File: src/rtl/mts_pkg.sv
// Shared types, codes and constant score tables of the melody tone sequencer.
// No dependencies; every other file imports this package.
package mts_pkg;

	localparam int SCORE_LENGTH  = 24;
	localparam int PITCH_ENTRIES = 15;
	localparam int SCORE_IW      = $clog2(SCORE_LENGTH);
	localparam int PITCH_IW      = $clog2(PITCH_ENTRIES);

	localparam int TEMPO_W   = 14;
	localparam int BURST_W   = 12;
	localparam int DUR_W     = 3;
	localparam int PERIOD_W  = 7;
	localparam int DCOUNT_W  = 16;
	localparam int LIMIT_W   = TEMPO_W + DUR_W;
	localparam int CMD_W     = 8;
	localparam int POS_W     = 5;
	localparam int APB_DW    = 32;
	localparam int APB_AW    = 3;

	localparam logic [TEMPO_W-1:0] TEMPO_RESET = TEMPO_W'(1200);
	localparam logic [BURST_W-1:0] BURST_RESET = BURST_W'(1999);

	localparam logic KIND_TICK = 1'b0;
	localparam logic KIND_CMD  = 1'b1;

	localparam logic [CMD_W-1:0] CMD_PLAY       = 8'd1;
	localparam logic [CMD_W-1:0] CMD_STOP       = 8'd2;
	localparam logic [CMD_W-1:0] CODE_BURST_LO  = 8'd3;
	localparam logic [CMD_W-1:0] CODE_BURST_HI  = 8'd6;
	localparam logic [CMD_W-1:0] CODE_BURST_ALT = 8'd8;
	localparam logic [CMD_W-1:0] CODE_BURST_END = 8'd9;

	localparam logic REG_TEMPO = 1'b0;
	localparam logic REG_BURST = 1'b1;

	localparam logic [PERIOD_W-1:0] PITCH_PERIOD [PITCH_ENTRIES] = '{
		7'd0, 7'd64, 7'd57, 7'd51, 7'd46, 7'd43, 7'd38, 7'd34,
		7'd32, 7'd29, 7'd25, 7'd22, 7'd21, 7'd19, 7'd17
	};

	localparam logic [PITCH_IW-1:0] SCORE_PITCH [SCORE_LENGTH] = '{
		4'd6, 4'd10, 4'd12, 4'd10, 4'd6, 4'd9, 4'd6, 4'd8, 4'd6, 4'd8, 4'd10, 4'd10,
		4'd9, 4'd10, 4'd8, 4'd6, 4'd10, 4'd12, 4'd13, 4'd13, 4'd13, 4'd10, 4'd13, 4'd0
	};

	localparam logic [DUR_W-1:0] SCORE_DUR [SCORE_LENGTH] = '{
		3'd4, 3'd2, 3'd1, 3'd2, 3'd2, 3'd4, 3'd1, 3'd1, 3'd1, 3'd1, 3'd4, 3'd1,
		3'd1, 3'd1, 3'd1, 3'd4, 3'd2, 3'd1, 3'd2, 3'd2, 3'd2, 3'd2, 3'd4, 3'd4
	};

	typedef struct packed {
		logic [PERIOD_W-1:0] count;
		logic                flip;
	} toggle_t;

	// Rest when the index falls past the table.
	function automatic logic [PERIOD_W-1:0] pitch_lookup(input logic [PITCH_IW-1:0] idx);
		logic [PERIOD_W-1:0] p;
		p = '0;
		if (int'(idx) < PITCH_ENTRIES) begin
			p = PITCH_PERIOD[idx];
		end
		return p;
	endfunction

	// Half-period toggler: count up, flip the level at half the period.
	function automatic toggle_t toggle_step(input logic [PERIOD_W-1:0] count,
			input logic [PERIOD_W-1:0] period);
		toggle_t r;
		r.count = count;
		r.flip  = 1'b0;
		if (period != '0) begin
			r.count = count + PERIOD_W'(1);
			if (r.count >= (period >> 1)) begin
				r.flip  = 1'b1;
				r.count = '0;
			end
		end
		return r;
	endfunction

endpackage

File: src/rtl/mts_in_if.sv
// Input channel of the melody tone sequencer: ticks and command bytes.
// Depends on mts_pkg.
interface mts_in_if import mts_pkg::*; ();
	logic             valid;
	logic             ready;
	logic             kind;
	logic [CMD_W-1:0] cmd_byte;

	modport source (output valid, kind, cmd_byte, input ready);
	modport sink   (input valid, kind, cmd_byte, output ready);
endinterface

File: src/rtl/mts_out_if.sv
// Result channel of the melody tone sequencer: buzzer level and status.
// Depends on mts_pkg.
interface mts_out_if import mts_pkg::*; ();
	logic             valid;
	logic             ready;
	logic             buzzer_level;
	logic             playing;
	logic [POS_W-1:0] score_position;
	logic             burst_active;

	modport source (output valid, buzzer_level, playing, score_position, burst_active,
		input ready);
	modport sink   (input valid, buzzer_level, playing, score_position, burst_active,
		output ready);
endinterface

File: src/rtl/melody_tone_sequencer.sv
// Top level of the melody tone sequencer: score player, tone bursts, APB registers.
// Depends on mts_pkg, mts_in_if and mts_out_if.

// The block takes one beat per clock cycle on the items channel, a time tick or a
// command byte, while the results channel is not stalled, and returns exactly one
// result beat for each, held first in the input register and then in the result
// register. The whole state update of an item, including the note-length
// product and the half-period compare, sits between those two registers, so that
// update sets the sustained rate of one item per cycle. A stalled result register
// holds the input register too; ready drops only when both are full and the sink
// is stalled. Byte 1 starts the score, byte 2 stops it, and any byte is kept as the
// pending code; with the score stopped, codes 3 to 6, 8 and 9 sound a burst of
// burst_length ticks. Registers: tempo_unit at byte address 0, burst_length at 4.
// Write them only while no beat is in flight.
module melody_tone_sequencer import mts_pkg::*; (
	input  logic              clk,
	input  logic              arst_n,
	mts_in_if.sink            items,
	mts_out_if.source         results,
	input  logic              psel,
	input  logic              penable,
	input  logic              pwrite,
	input  logic [APB_AW-1:0] paddr,
	input  logic [APB_DW-1:0] pwdata,
	output logic [APB_DW-1:0] prdata,
	output logic              pready
);

	// Configuration registers
	logic [TEMPO_W-1:0] tempo_q;
	logic [BURST_W-1:0] burst_len_q;

	// Sequencer state
	logic                level_q;
	logic                play_q;
	logic [CMD_W-1:0]    pending_q;
	logic [SCORE_IW-1:0] note_q;
	logic [DCOUNT_W-1:0] dur_count_q;
	logic [PERIOD_W-1:0] mel_half_q;
	logic [PERIOD_W-1:0] bst_half_q;
	logic [BURST_W-1:0]  bst_left_q;
	logic [PERIOD_W-1:0] bst_period_q;

	// Input register
	logic             valid_s1;
	logic             kind_s1;
	logic [CMD_W-1:0] cmd_s1;

	// Result register
	logic             valid_s2;
	logic             level_s2;
	logic             play_s2;
	logic [POS_W-1:0] pos_s2;
	logic             burst_s2;

	// Next state
	logic                level_d;
	logic                play_d;
	logic [CMD_W-1:0]    pending_d;
	logic [SCORE_IW-1:0] note_d;
	logic [DCOUNT_W-1:0] dur_count_d;
	logic [PERIOD_W-1:0] mel_half_d;
	logic [PERIOD_W-1:0] bst_half_d;
	logic [BURST_W-1:0]  bst_left_d;
	logic [PERIOD_W-1:0] bst_period_d;

	logic                s2_take;
	logic                s1_move;
	logic                cfg_write;
	logic                code_ok;
	logic [PITCH_IW-1:0] burst_pidx;
	logic [PERIOD_W-1:0] bst_period_cur;
	logic [BURST_W-1:0]  bst_left_cur;
	logic [PERIOD_W-1:0] mel_period;
	logic [LIMIT_W-1:0]  note_limit;
	logic [DCOUNT_W-1:0] dur_inc;
	toggle_t             bst_tog;
	toggle_t             mel_tog;

	// ---------------------------------------------------------------- APB
	assign pready    = 1'b1;
	assign cfg_write = psel && penable && pwrite && pready;

	always_comb begin
		prdata = '0;
		case (paddr[2])
			REG_TEMPO: prdata = APB_DW'(tempo_q);
			REG_BURST: prdata = APB_DW'(burst_len_q);
			default:   prdata = '0;
		endcase
	end

	always_ff @(posedge clk or negedge arst_n) begin
		if (!arst_n) begin
			tempo_q     <= TEMPO_RESET;
			burst_len_q <= BURST_RESET;
		end else if (cfg_write) begin
			case (paddr[2])
				REG_TEMPO: tempo_q     <= pwdata[TEMPO_W-1:0];
				REG_BURST: burst_len_q <= pwdata[BURST_W-1:0];
				default:   tempo_q     <= tempo_q;
			endcase
		end
	end

	// ---------------------------------------------------------------- flow control
	// The result register empties or drains; the input register moves on with it.
	assign s2_take     = !valid_s2 || results.ready;
	assign s1_move     = valid_s1 && s2_take;
	assign items.ready = !valid_s1 || s2_take;

	// ---------------------------------------------------------------- burst decode
	always_comb begin
		code_ok    = 1'b0;
		burst_pidx = '0;
		if (pending_q >= CODE_BURST_LO && pending_q <= CODE_BURST_HI) begin
			code_ok    = 1'b1;
			burst_pidx = pending_q[PITCH_IW-1:0] + PITCH_IW'(3);
		end else if (pending_q == CODE_BURST_ALT || pending_q == CODE_BURST_END) begin
			code_ok    = 1'b1;
			burst_pidx = pending_q[PITCH_IW-1:0] + PITCH_IW'(2);
		end
	end

	// A running burst resumes its own pitch and count; a new one loads both.
	assign bst_period_cur = (bst_left_q != '0) ? bst_period_q : pitch_lookup(burst_pidx);
	assign bst_left_cur   = (bst_left_q != '0) ? bst_left_q : burst_len_q;
	assign bst_tog        = toggle_step(bst_half_q, bst_period_cur);

	// ---------------------------------------------------------------- melody decode
	// Pitch and length come from the note held before any advance.
	always_comb begin
		mel_period = '0;
		note_limit = '0;
		if (int'(note_q) < SCORE_LENGTH) begin
			mel_period = pitch_lookup(SCORE_PITCH[note_q]);
			note_limit = LIMIT_W'(SCORE_DUR[note_q]) * LIMIT_W'(tempo_q);
		end
	end

	assign dur_inc = dur_count_q + DCOUNT_W'(1);
	assign mel_tog = toggle_step(mel_half_q, mel_period);

	// ---------------------------------------------------------------- state update
	always_comb begin
		level_d      = level_q;
		play_d       = play_q;
		pending_d    = pending_q;
		note_d       = note_q;
		dur_count_d  = dur_count_q;
		mel_half_d   = mel_half_q;
		bst_half_d   = bst_half_q;
		bst_left_d   = bst_left_q;
		bst_period_d = bst_period_q;

		if (kind_s1 == KIND_CMD) begin
			// Keep every byte pending; only play and stop touch the flag.
			pending_d = cmd_s1;
			if (cmd_s1 == CMD_PLAY) begin
				play_d = 1'b1;
			end else if (cmd_s1 == CMD_STOP) begin
				play_d = 1'b0;
			end
		end else if (bst_left_q != '0 || (!play_q && code_ok)) begin
			// Burst tick, which also serves as the first tick of a new burst.
			bst_period_d = bst_period_cur;
			bst_left_d   = bst_left_cur;
			if (bst_left_cur != '0) begin
				bst_half_d = bst_tog.count;
				level_d    = level_q ^ bst_tog.flip;
				bst_left_d = bst_left_cur - BURST_W'(1);
			end
			if (bst_left_d == '0) begin
				pending_d = '0;
			end
		end else if (play_q) begin
			// Melody tick: advance the note with wrap when its length runs out.
			dur_count_d = dur_inc;
			if (LIMIT_W'(dur_inc) >= note_limit) begin
				dur_count_d = '0;
				if (int'(note_q) >= SCORE_LENGTH - 1) begin
					note_d = '0;
				end else begin
					note_d = note_q + SCORE_IW'(1);
				end
			end
			mel_half_d = mel_tog.count;
			level_d    = level_q ^ mel_tog.flip;
		end
	end

	always_ff @(posedge clk or negedge arst_n) begin
		if (!arst_n) begin
			level_q      <= 1'b0;
			play_q       <= 1'b0;
			pending_q    <= '0;
			note_q       <= '0;
			dur_count_q  <= '0;
			mel_half_q   <= '0;
			bst_half_q   <= '0;
			bst_left_q   <= '0;
			bst_period_q <= '0;
		end else if (s1_move) begin
			level_q      <= level_d;
			play_q       <= play_d;
			pending_q    <= pending_d;
			note_q       <= note_d;
			dur_count_q  <= dur_count_d;
			mel_half_q   <= mel_half_d;
			bst_half_q   <= bst_half_d;
			bst_left_q   <= bst_left_d;
			bst_period_q <= bst_period_d;
		end
	end

	// ---------------------------------------------------------------- input register
	always_ff @(posedge clk or negedge arst_n) begin
		if (!arst_n) begin
			valid_s1 <= 1'b0;
		end else if (items.ready) begin
			valid_s1 <= items.valid;
		end
	end

	always_ff @(posedge clk) begin
		if (items.ready && items.valid) begin
			kind_s1 <= items.kind;
			cmd_s1  <= items.cmd_byte;
		end
	end

	// ---------------------------------------------------------------- result register
	always_ff @(posedge clk or negedge arst_n) begin
		if (!arst_n) begin
			valid_s2 <= 1'b0;
		end else if (s2_take) begin
			valid_s2 <= valid_s1;
		end
	end

	always_ff @(posedge clk) begin
		if (s1_move) begin
			level_s2 <= level_d;
			play_s2  <= play_d;
			pos_s2   <= POS_W'(note_d);
			burst_s2 <= (bst_left_d != '0);
		end
	end

	assign results.valid          = valid_s2;
	assign results.buzzer_level   = level_s2;
	assign results.playing        = play_s2;
	assign results.score_position = pos_s2;
	assign results.burst_active   = burst_s2;

`ifndef SYNTHESIS
	// Note index never leaves the score.
	a_note_in_range: assert property (@(posedge clk) disable iff (!arst_n)
		int'(note_q) < SCORE_LENGTH)
		else $error("note index past end of score");

	// A stalled result beat freezes the sequencer state.
	a_state_hold: assert property (@(posedge clk) disable iff (!arst_n)
		(valid_s2 && !results.ready) |=>
		($stable(note_q) && $stable(bst_left_q) && $stable(level_q) && $stable(pending_q)))
		else $error("state moved while result stalled");

	// An empty result register always leaves the input side open.
	a_ready_when_empty: assert property (@(posedge clk) disable iff (!arst_n)
		!valid_s2 |-> items.ready)
		else $error("input stalled with empty result register");

	// A running burst counts down by one on each tick taken.
	a_burst_count: assert property (@(posedge clk) disable iff (!arst_n)
		(s1_move && kind_s1 == KIND_TICK && bst_left_q != '0) |=>
		(bst_left_q == $past(bst_left_q) - BURST_W'(1)))
		else $error("burst count did not step");
`endif

endmodule
File: src/flat_wrapper.sv
// flat-port wrapper written by rule: the top's interface ports become plain ports
module melody_tone_sequencer_flat import mts_pkg::*;
  (clk, arst_n, psel, penable, pwrite, paddr, pwdata, prdata, pready, items_valid, items_kind, items_cmd_byte, items_ready, results_valid, results_buzzer_level, results_playing, results_score_position, results_burst_active, results_ready);
  mts_in_if items_i ();
  mts_out_if results_i ();
  input  logic clk;
  input  logic arst_n;
  input  logic psel;
  input  logic penable;
  input  logic pwrite;
  input  logic [APB_AW-1:0] paddr;
  input  logic [APB_DW-1:0] pwdata;
  output logic [APB_DW-1:0] prdata;
  output logic pready;
  input wire logic [$bits(items_i.valid)-1:0] items_valid;
  input wire logic [$bits(items_i.kind)-1:0] items_kind;
  input wire logic [$bits(items_i.cmd_byte)-1:0] items_cmd_byte;
  output wire logic [$bits(items_i.ready)-1:0] items_ready;
  output wire logic [$bits(results_i.valid)-1:0] results_valid;
  output wire logic [$bits(results_i.buzzer_level)-1:0] results_buzzer_level;
  output wire logic [$bits(results_i.playing)-1:0] results_playing;
  output wire logic [$bits(results_i.score_position)-1:0] results_score_position;
  output wire logic [$bits(results_i.burst_active)-1:0] results_burst_active;
  input wire logic [$bits(results_i.ready)-1:0] results_ready;
  assign items_i.valid = items_valid;
  assign items_i.kind = items_kind;
  assign items_i.cmd_byte = items_cmd_byte;
  assign items_ready = items_i.ready;
  assign results_valid = results_i.valid;
  assign results_buzzer_level = results_i.buzzer_level;
  assign results_playing = results_i.playing;
  assign results_score_position = results_i.score_position;
  assign results_burst_active = results_i.burst_active;
  assign results_i.ready = results_ready;
  melody_tone_sequencer u_core (.clk(clk), .arst_n(arst_n), .items(items_i), .results(results_i), .psel(psel), .penable(penable), .pwrite(pwrite), .paddr(paddr), .pwdata(pwdata), .prdata(prdata), .pready(pready));
endmodule
File: config.mk
export PLATFORM = sky130hd
export DESIGN_NAME = melody_tone_sequencer_flat
export DESIGN_NICKNAME = d
export VERILOG_FILES = /design/src/rtl/mts_pkg.sv /design/src/rtl/mts_in_if.sv /design/src/rtl/mts_out_if.sv /design/src/rtl/melody_tone_sequencer.sv /design/src/flat_wrapper.sv
export SDC_FILE = /design/constraint.sdc
export NUM_CORES = 1
export LEC_CHECK = 0
export BUFFER_PORTS_ARGS = -buffer_cell sky130_fd_sc_hd__clkbuf_2
export CAP_MARGIN = 20
export CORE_MARGIN = 2
export CORE_UTILIZATION = 35
export CTS_BUF_LIST = sky130_fd_sc_hd__clkbuf_16
export CTS_CLUSTER_SIZE = 28
export DETAILED_ROUTE_END_ITERATION = 10
export MAX_ROUTING_LAYER = met4
export PLACE_DENSITY_LB_ADDON = 0.1
export RECOVER_POWER = 25
export SLEW_MARGIN = 40
export SYNTH_ARGS = -nofsm -noshare
export SYNTH_HDL_FRONTEND = slang
export SYNTH_SLANG_ARGS = --single-unit
export TNS_END_PERCENT = 5
File: constraint.sdc
create_clock -name clk -period 6.15 [get_ports clk]
set_input_delay 0.9225 -clock clk [delete_from_list [all_inputs] [get_ports clk]]
set_output_delay 0.9225 -clock clk [all_outputs]
set_load 0.005 [all_outputs]
==> results.sh, run 1 <==
export IMPL_io_pins=94
export IMPL_worstSetupStartpointType="flop"
export IMPL_overflow=0
export IMPL_crit_end="u_core.results.score_position[3]$_DFFE_PP_"
export IMPL_synthTopCellsByArea="dfrtp_1 23%, ha_1 10%, mux2_2 6.1%"
export IMPL_outcome="complete, but fails checks"
export IMPL_cp_end_kind="flop"
export IMPL_path_depth=29
export IMPL_grt_pass1_vias=6815
export IMPL_grt_pass1_wl_um=35200
export IMPL_fin_total_pwr_mw=2.59
export IMPL_ys_seq_elements=109
export IMPL_htree_levels=3
export IMPL_postPlaceCellArea_um2=9360
export IMPL_dieArea_um2=26200
export IMPL_gp_congestion=0.826
export IMPL_vias=7053
export IMPL_drv_cap=2
export IMPL_hold_viol=0
export IMPL_critPathKind="flop to flop"
export IMPL_drt_iter0_drc=417
export IMPL_r2r_slack_ns=0.39
export IMPL_synth_area_um2=8730
export IMPL_clock_latency_ns=0.36
export IMPL_p_leak_nw=4.34
export IMPL_slowest_stage="fa_1"
export IMPL_numClockSinks=109
export IMPL_antenna_found_initial=1
export IMPL_violations="capacitance limit, slew limit"
export IMPL_multi_input_area_um2=5590
export IMPL_rr_startpoint="u_core.note_q[0]$_DFFE_PN0P_"
export IMPL_fp_coreArea_um2=24400
export IMPL_period_minus_slack_ns=5.76
export IMPL_fin_skew_ns=0.00884
export IMPL_root_buffer="clkbuf_16"
export IMPL_synth_edf_count=17
export IMPL_cts_tree="yes"
export IMPL_rr_endpoint="u_core.results.score_position[3]$_DFFE_PP_"
export IMPL_required_ns=6.27
export IMPL_regArea_um2=2830
export IMPL_relSlewSlack_pct=-80.8
export IMPL_setup_tns_ns=0
export IMPL_avgSynthCellArea_um2=9.10
export IMPL_drc_errors=0
export IMPL_ys_flop_type="dfrtp_1"
export IMPL_whs_ns=0.479
export IMPL_routed_wl_um=21200
export IMPL_cts_hold_buffers=0
export IMPL_max_freq_ghz=0.174
export IMPL_finalSetupViolCount=0
export IMPL_synth_area_leader_cell="dfrtp_1"
export IMPL_die_h_um=162
export IMPL_min_path_type="flop to flop"
export IMPL_routedWlPerCell_um=15.7
export IMPL_numCtsBuffers=9
export IMPL_final_area_um2=9860
export IMPL_synthToLayoutAreaGrowth_pct=12.9
export IMPL_cp_num_buf_inv=6
export IMPL_ys_seq_area_share_pct=32.4
export IMPL_cp_top_family="compound AO/OA/AOI/OAI gates"
export IMPL_diodes=0
export IMPL_die_w_um=162
export IMPL_io_buffer_count=54
export IMPL_grt_usage_pct=17.1
export IMPL_postRouteAntennaNets=0
export IMPL_slowest_delay_ns=0.51
export IMPL_synth_most_common_cell="nand2_1"
export IMPL_ff2ff_path_depth=29
export IMPL_cp_arrival_ns=5.88
export IMPL_startpoint="u_core.note_q[0]$_DFFE_PN0P_"
export IMPL_drt_pass1_iterations=5
export IMPL_power_density_nw_per_um2=263
export IMPL_crit_fanout=14
export IMPL_clk_pin_slew_ns=0.08
export IMPL_initial_core_util_pct=35.8
export IMPL_synth_warnings=0
export IMPL_synth_top_area_share_pct=22.6
export IMPL_synth_async_sr_flop_share_pct=84.4
export IMPL_synth_common_cells="135 x nand2_1, 79 x dfrtp_1, 73 x ha_1"
export IMPL_synth_distinct_cells=87
export IMPL_clock_path_buffers=2
export IMPL_worst_pin_slew_ns=2.71
export IMPL_min_from="u_core.bst_period_q[3]$_DFFE_PN0P_"
export IMPL_fin_util_pct=40.4
export IMPL_syn_instance_count=959
export IMPL_hold_path_depth=2
export IMPL_slew_viol_final=95
export IMPL_vias_per_cell=5.23
export IMPL_post_route_period_util_pct=93.7
export IMPL_rows=57
export IMPL_final_nets=1157
export IMPL_drive_gt1_share_pct=21.7
export IMPL_dpl_hpwl_um=15600
export IMPL_grt_max_degree=61
export IMPL_n_fill_cell=2492
export IMPL_ir_drop_mv=0.137
## report_power, final
part | leakage [nW] | internal, mW | switching [mW] | total [mW]
combinational | 2.88 | 0.411 | 0.522 | 0.933
clock | 0.152 | 0.311 | 0.314 | 0.625
sequential | 1.31 | 0.876 | 0.161 | 1.04
## flip-flops by register name, summed over array words and instances, names as in the netlist
name,cells
u_core.tempo_q,14
u_core.results.valid,1
u_core.note_q,5
u_core.results.burst_active,1
u_core.kind_s1,1
u_core.dur_count_q,16
u_core.level_q,1
u_core.bst_left_q,12
u_core.play_q,1
u_core.cmd_s1,8
u_core.results.playing,1
u_core.valid_s1,1
u_core.burst_len_q,12
u_core.pending_q,8
u_core.bst_period_q,7
u_core.results.score_position,5
u_core.bst_half_q,7
u_core.results.buzzer_level,1
u_core.mel_half_q,7
## worst min path at each step
stage,end,slack (ns)
floorplan,u_core.bst_period_q[3]$_DFFE_PN0P_,0.44
global placement,u_core.bst_period_q[3]$_DFFE_PN0P_,0.46
detailed placement,u_core.bst_period_q[3]$_DFFE_PN0P_,0.46
CTS,u_core.bst_period_q[3]$_DFFE_PN0P_,0.48
global route,u_core.level_q$_DFFE_PN0P_,0.51
finish,u_core.bst_period_q[3]$_DFFE_PN0P_,0.48
## worst reg2reg max path: cells and delay by family (launching register included)
kind | cells | cell delay (ns)
compound gates | 13 | 2.40
xor+xnor | 1 | 0.15
fa+ha+maj | 4 | 1.31
buf+inv | 6 | 0.78
flops | 1 | 0.42
simple gates | 5 | 0.46
## metrics by stage
step           instances  setup WS (ns)
2_1_floorplan        976          0.327
3_3_place_gp        1325         0.0245
3_5_place_dp        1325         0.0333
4_1_cts             1345         0.0309
5_1_grt             1349        -0.0199
6_report            1349          0.387
## metal layers
metal	GRT usage, %	up-vias	share of wire [%]
li1	-	3508	-
met1	23.9	3393	51
met2	26.2	134	45
met3	2.45	18	3.3
met4	3.82	0	1.1
met5	-	-	0
## what timing repair did
item                       CTS  global route
pin swaps                    0             7
buffers inserted             4             3
resized for setup            0            31
setup endpoints to repair    1            26
## cell usage in the layout, fill, tap and decap left out, drive strengths merged, types with 10 or more instances in the layout
master	n
o21ai	60
buf	32
dfrtp	79
dfstp	13
nor2b	20
clkbuf	64
xnor2	22
ha	73
nand2b	20
inv	54
nand2	137
a21oi	53
xor2	19
mux2	53
and2	19
nand3	39
and3	10
nor2	36
edfxtp	17
conb	19
nor3	17
fa	13
## final cells by class
cell class | instances | area share, %
timing repair buffer | 87 | 5.46
clock buffer | 10 | 2.54
inverter | 50 | 1.90
clock inverter | 6 | 0.609
tap | 324 | 4.11
multi-input combinational | 763 | 56.7
sequential | 109 | 28.7
## cell families (layout without fill, tap and decap cells)
logic type	Yosys count	after routing	share of synthesized area [%]
other cells	2	19	0.0860
buf+inv	104	153	5.70
fa+ha+maj	86	86	13.4
flops	109	109	32.4
mux	58	58	7.45
compound gates	215	215	17.0
xor+xnor	41	41	4.11
simple gates	344	344	19.8
(Power assumes the default switching activity.)
==> run 2: changes to the inputs <==
--- a/config.mk
+++ b/config.mk
@@ -8,7 +8,7 @@
 export BUFFER_PORTS_ARGS = -buffer_cell sky130_fd_sc_hd__clkbuf_2
 export CAP_MARGIN = 20
 export CORE_MARGIN = 2
-export CORE_UTILIZATION = 35
+export CORE_UTILIZATION = 55
 export CTS_BUF_LIST = sky130_fd_sc_hd__clkbuf_16
 export CTS_CLUSTER_SIZE = 28
 export DETAILED_ROUTE_END_ITERATION = 10
==> run 2 against run 1 <==
  * The flow still finishes with violations (capacitance limit, slew limit)
  * Count of clock-buffer cells in the layout shrank 1
  * Clock power shrank 3.7%
  * Utilization is 21 points higher
  * Flip-flop and latch count unchanged
  * Largest power group unchanged
  * Non-clock buffer count shrank 10
  * Power fell by 0.86%
  * Critical path depth is the same
  * Register-to-register slack worse by 0.05 ns
  * Via count increased by 0.78%
  * Critical path type unchanged
==> results.sh, run 2 (same netlist as run 1, synthesis figures left out) <==
export IMPL_initial_core_util_pct=55.6
export IMPL_drive_gt1_share_pct=19.5
export IMPL_dieArea_um2=16900
export IMPL_postRouteAntennaNets=0
export IMPL_reg_top3="u_core.dur_count_q: 16 flops, u_core.tempo_q: 14 flops"
export IMPL_dpl_hpwl_um=14500
export IMPL_min_path_type="flop to flop"
export IMPL_slowest_stage="dfrtp_1"
export IMPL_routed_wl_um=19800
export IMPL_drc_errors=0
export IMPL_violations="capacitance limit, slew limit"
export IMPL_fp_coreArea_um2=15700
export IMPL_grt_pass1_vias=6588
export IMPL_setup_slack_ns=0.334
export IMPL_period_minus_slack_ns=5.82
export IMPL_cts_tree="yes"
export IMPL_clock_latency_ns=0.37
export IMPL_ir_drop_mv=0.172
export IMPL_relSlewSlack_pct=-77.6
export IMPL_post_route_period_util_pct=94.6
export IMPL_vias=7108
export IMPL_grt_usage_pct=24.8
export IMPL_gp_congestion=0.894
export IMPL_largest_register_ffs=16
export IMPL_crit_fanout=18
export IMPL_htree_levels=3
export IMPL_max_freq_ghz=0.172
export IMPL_numCtsBuffers=9
export IMPL_vias_per_cell=5.77
export IMPL_diodes=0
export IMPL_clock_path_buffers=2
export IMPL_pre_cts_slack_ns=0.0447
export IMPL_required_ns=6.28
export IMPL_routedWlPerCell_um=16.1
export IMPL_die_h_um=130
export IMPL_cts_hold_buffers=0
export IMPL_final_nets=1147
export IMPL_drt_iter0_drc=459
export IMPL_io_pins=94
export IMPL_drv_cap=1
export IMPL_drt_pass1_iterations=5
export IMPL_fin_skew_ns=0.0117
export IMPL_hold_viol=0
export IMPL_finalSetupViolCount=0
export IMPL_cp_end_kind="flop"
export IMPL_clk_pin_slew_ns=0.08
export IMPL_die_w_um=130
export IMPL_numClockSinks=109
export IMPL_overflow=0
export IMPL_p_leak_nw=4.28
export IMPL_largest_register="u_core.dur_count_q"
export IMPL_final_cell_mix="134 x nand2_1, 78 x dfrtp_1, 72 x ha_1, 51 x o21ai_0, 51 x clkbuf_2"
export IMPL_io_buffer_count=54
export IMPL_setup_tns_ns=0
export IMPL_synthToLayoutAreaGrowth_pct=9.63
export IMPL_root_buffer="clkbuf_16"
export IMPL_critPathKind="flop to flop"
export IMPL_slowest_delay_ns=0.39
export IMPL_power_density_nw_per_um2=269
export IMPL_grt_pass1_wl_um=32400
export IMPL_slew_viol_final=50
export IMPL_worst_pin_slew_ns=2.66
export IMPL_grt_max_degree=50
export IMPL_layout_commonest_cell="nand2_1"
export IMPL_antenna_found_initial=0
export IMPL_cp_arrival_ns=5.94
export IMPL_worstSetupStartpointType="flop"
export IMPL_outcome="complete, but fails checks"
export IMPL_rows=46
run 2: changes by cell type in the layout (fill, tap and decap cells not counted), sizes merged:
| cell | delta |
|---|---|
| buf | -9 |
| inv | +3 |
| clkinv | -2 |
| clkbuf | -1 |
| dlygate4sd2 | -1 |
run 2: worst paths after layout:
check	from	end	slack, ns	cells after the start
setup / recovery	u_core.note_q[0]$_DFFE_PN0P_	u_core.results.score_position[3]$_DFFE_PP_	0.33	29
hold / removal	u_core.bst_period_q[3]$_DFFE_PN0P_	u_core.bst_period_q[3]$_DFFE_PN0P_	0.50	2
setup reg to reg	u_core.note_q[0]$_DFFE_PN0P_	u_core.results.score_position[3]$_DFFE_PP_	0.33	29
hold reg to reg	u_core.bst_period_q[3]$_DFFE_PN0P_	u_core.bst_period_q[3]$_DFFE_PN0P_	0.50	2
max in group asynchronous	arst_n	u_core.note_q[1]$_DFFE_PN0P_	2.97	2
min in group asynchronous	arst_n	u_core.bst_period_q[3]$_DFFE_PN0P_	1.38	1
run 2: layout make-up:
cell class / count / area, um2
fill: 1405 / 6140
multi-input combinational: 763 / 5540
sequential: 109 / 2830
timing repair buffer: 77 / 452
tap: 216 / 270
clock buffer: 9 / 225
inverter: 50 / 188
clock inverter: 7 / 61.3
run 2: routing by layer:
layer	vias to the layer above	share of wire (%)	GRT usage, %
met4	0	1.3	6.58
met2	171	46	38.6
met5	-	0	-
li1	3489	-	-
met3	20	4.6	3.81
met1	3428	48	33.9
run 2: through the flow:
step / power (mW) / utilization, % / hold WS (ns) / instances / instance area [um2]
floorplan: 1.72 / - / 0.442 / 976 / 8790
global placement: 1.94 / 58.6 / 0.464 / 1215 / 9210
detailed placement: 1.96 / 58.6 / 0.476 / 1215 / 9210
CTS: 2.58 / 60.4 / 0.496 / 1231 / 9500
global route: 2.75 / 60.9 / 0.511 / 1231 / 9570
finish: 2.57 / 60.9 / 0.497 / 1231 / 9570
run 2: critical path: cells and delay by family (launching register included):
kind | cells | cell delay [ns]
AND/OR/NAND/NOR | 7 | 0.82
buffers and inverters | 5 | 0.63
AO/OA/AOI/OAI | 10 | 1.82
XOR/XNOR | 1 | 0.15
adder cells (fa/ha/maj) | 5 | 1.46
flip-flops | 1 | 0.39
multiplexers | 1 | 0.29
run 2: report_power, final:
group | internal, mW | total (mW) | switching [mW]
Sequential | 0.875 | 1.03 | 0.158
Combinational | 0.407 | 0.936 | 0.529
Clock | 0.287 | 0.602 | 0.315
run 2: timing repair:
action,in CTS,in global routing
endpoints found under the setup margin,0,26
buffers inserted,0,0
gates resized for setup,0,15
hold endpoints to repair,0,0
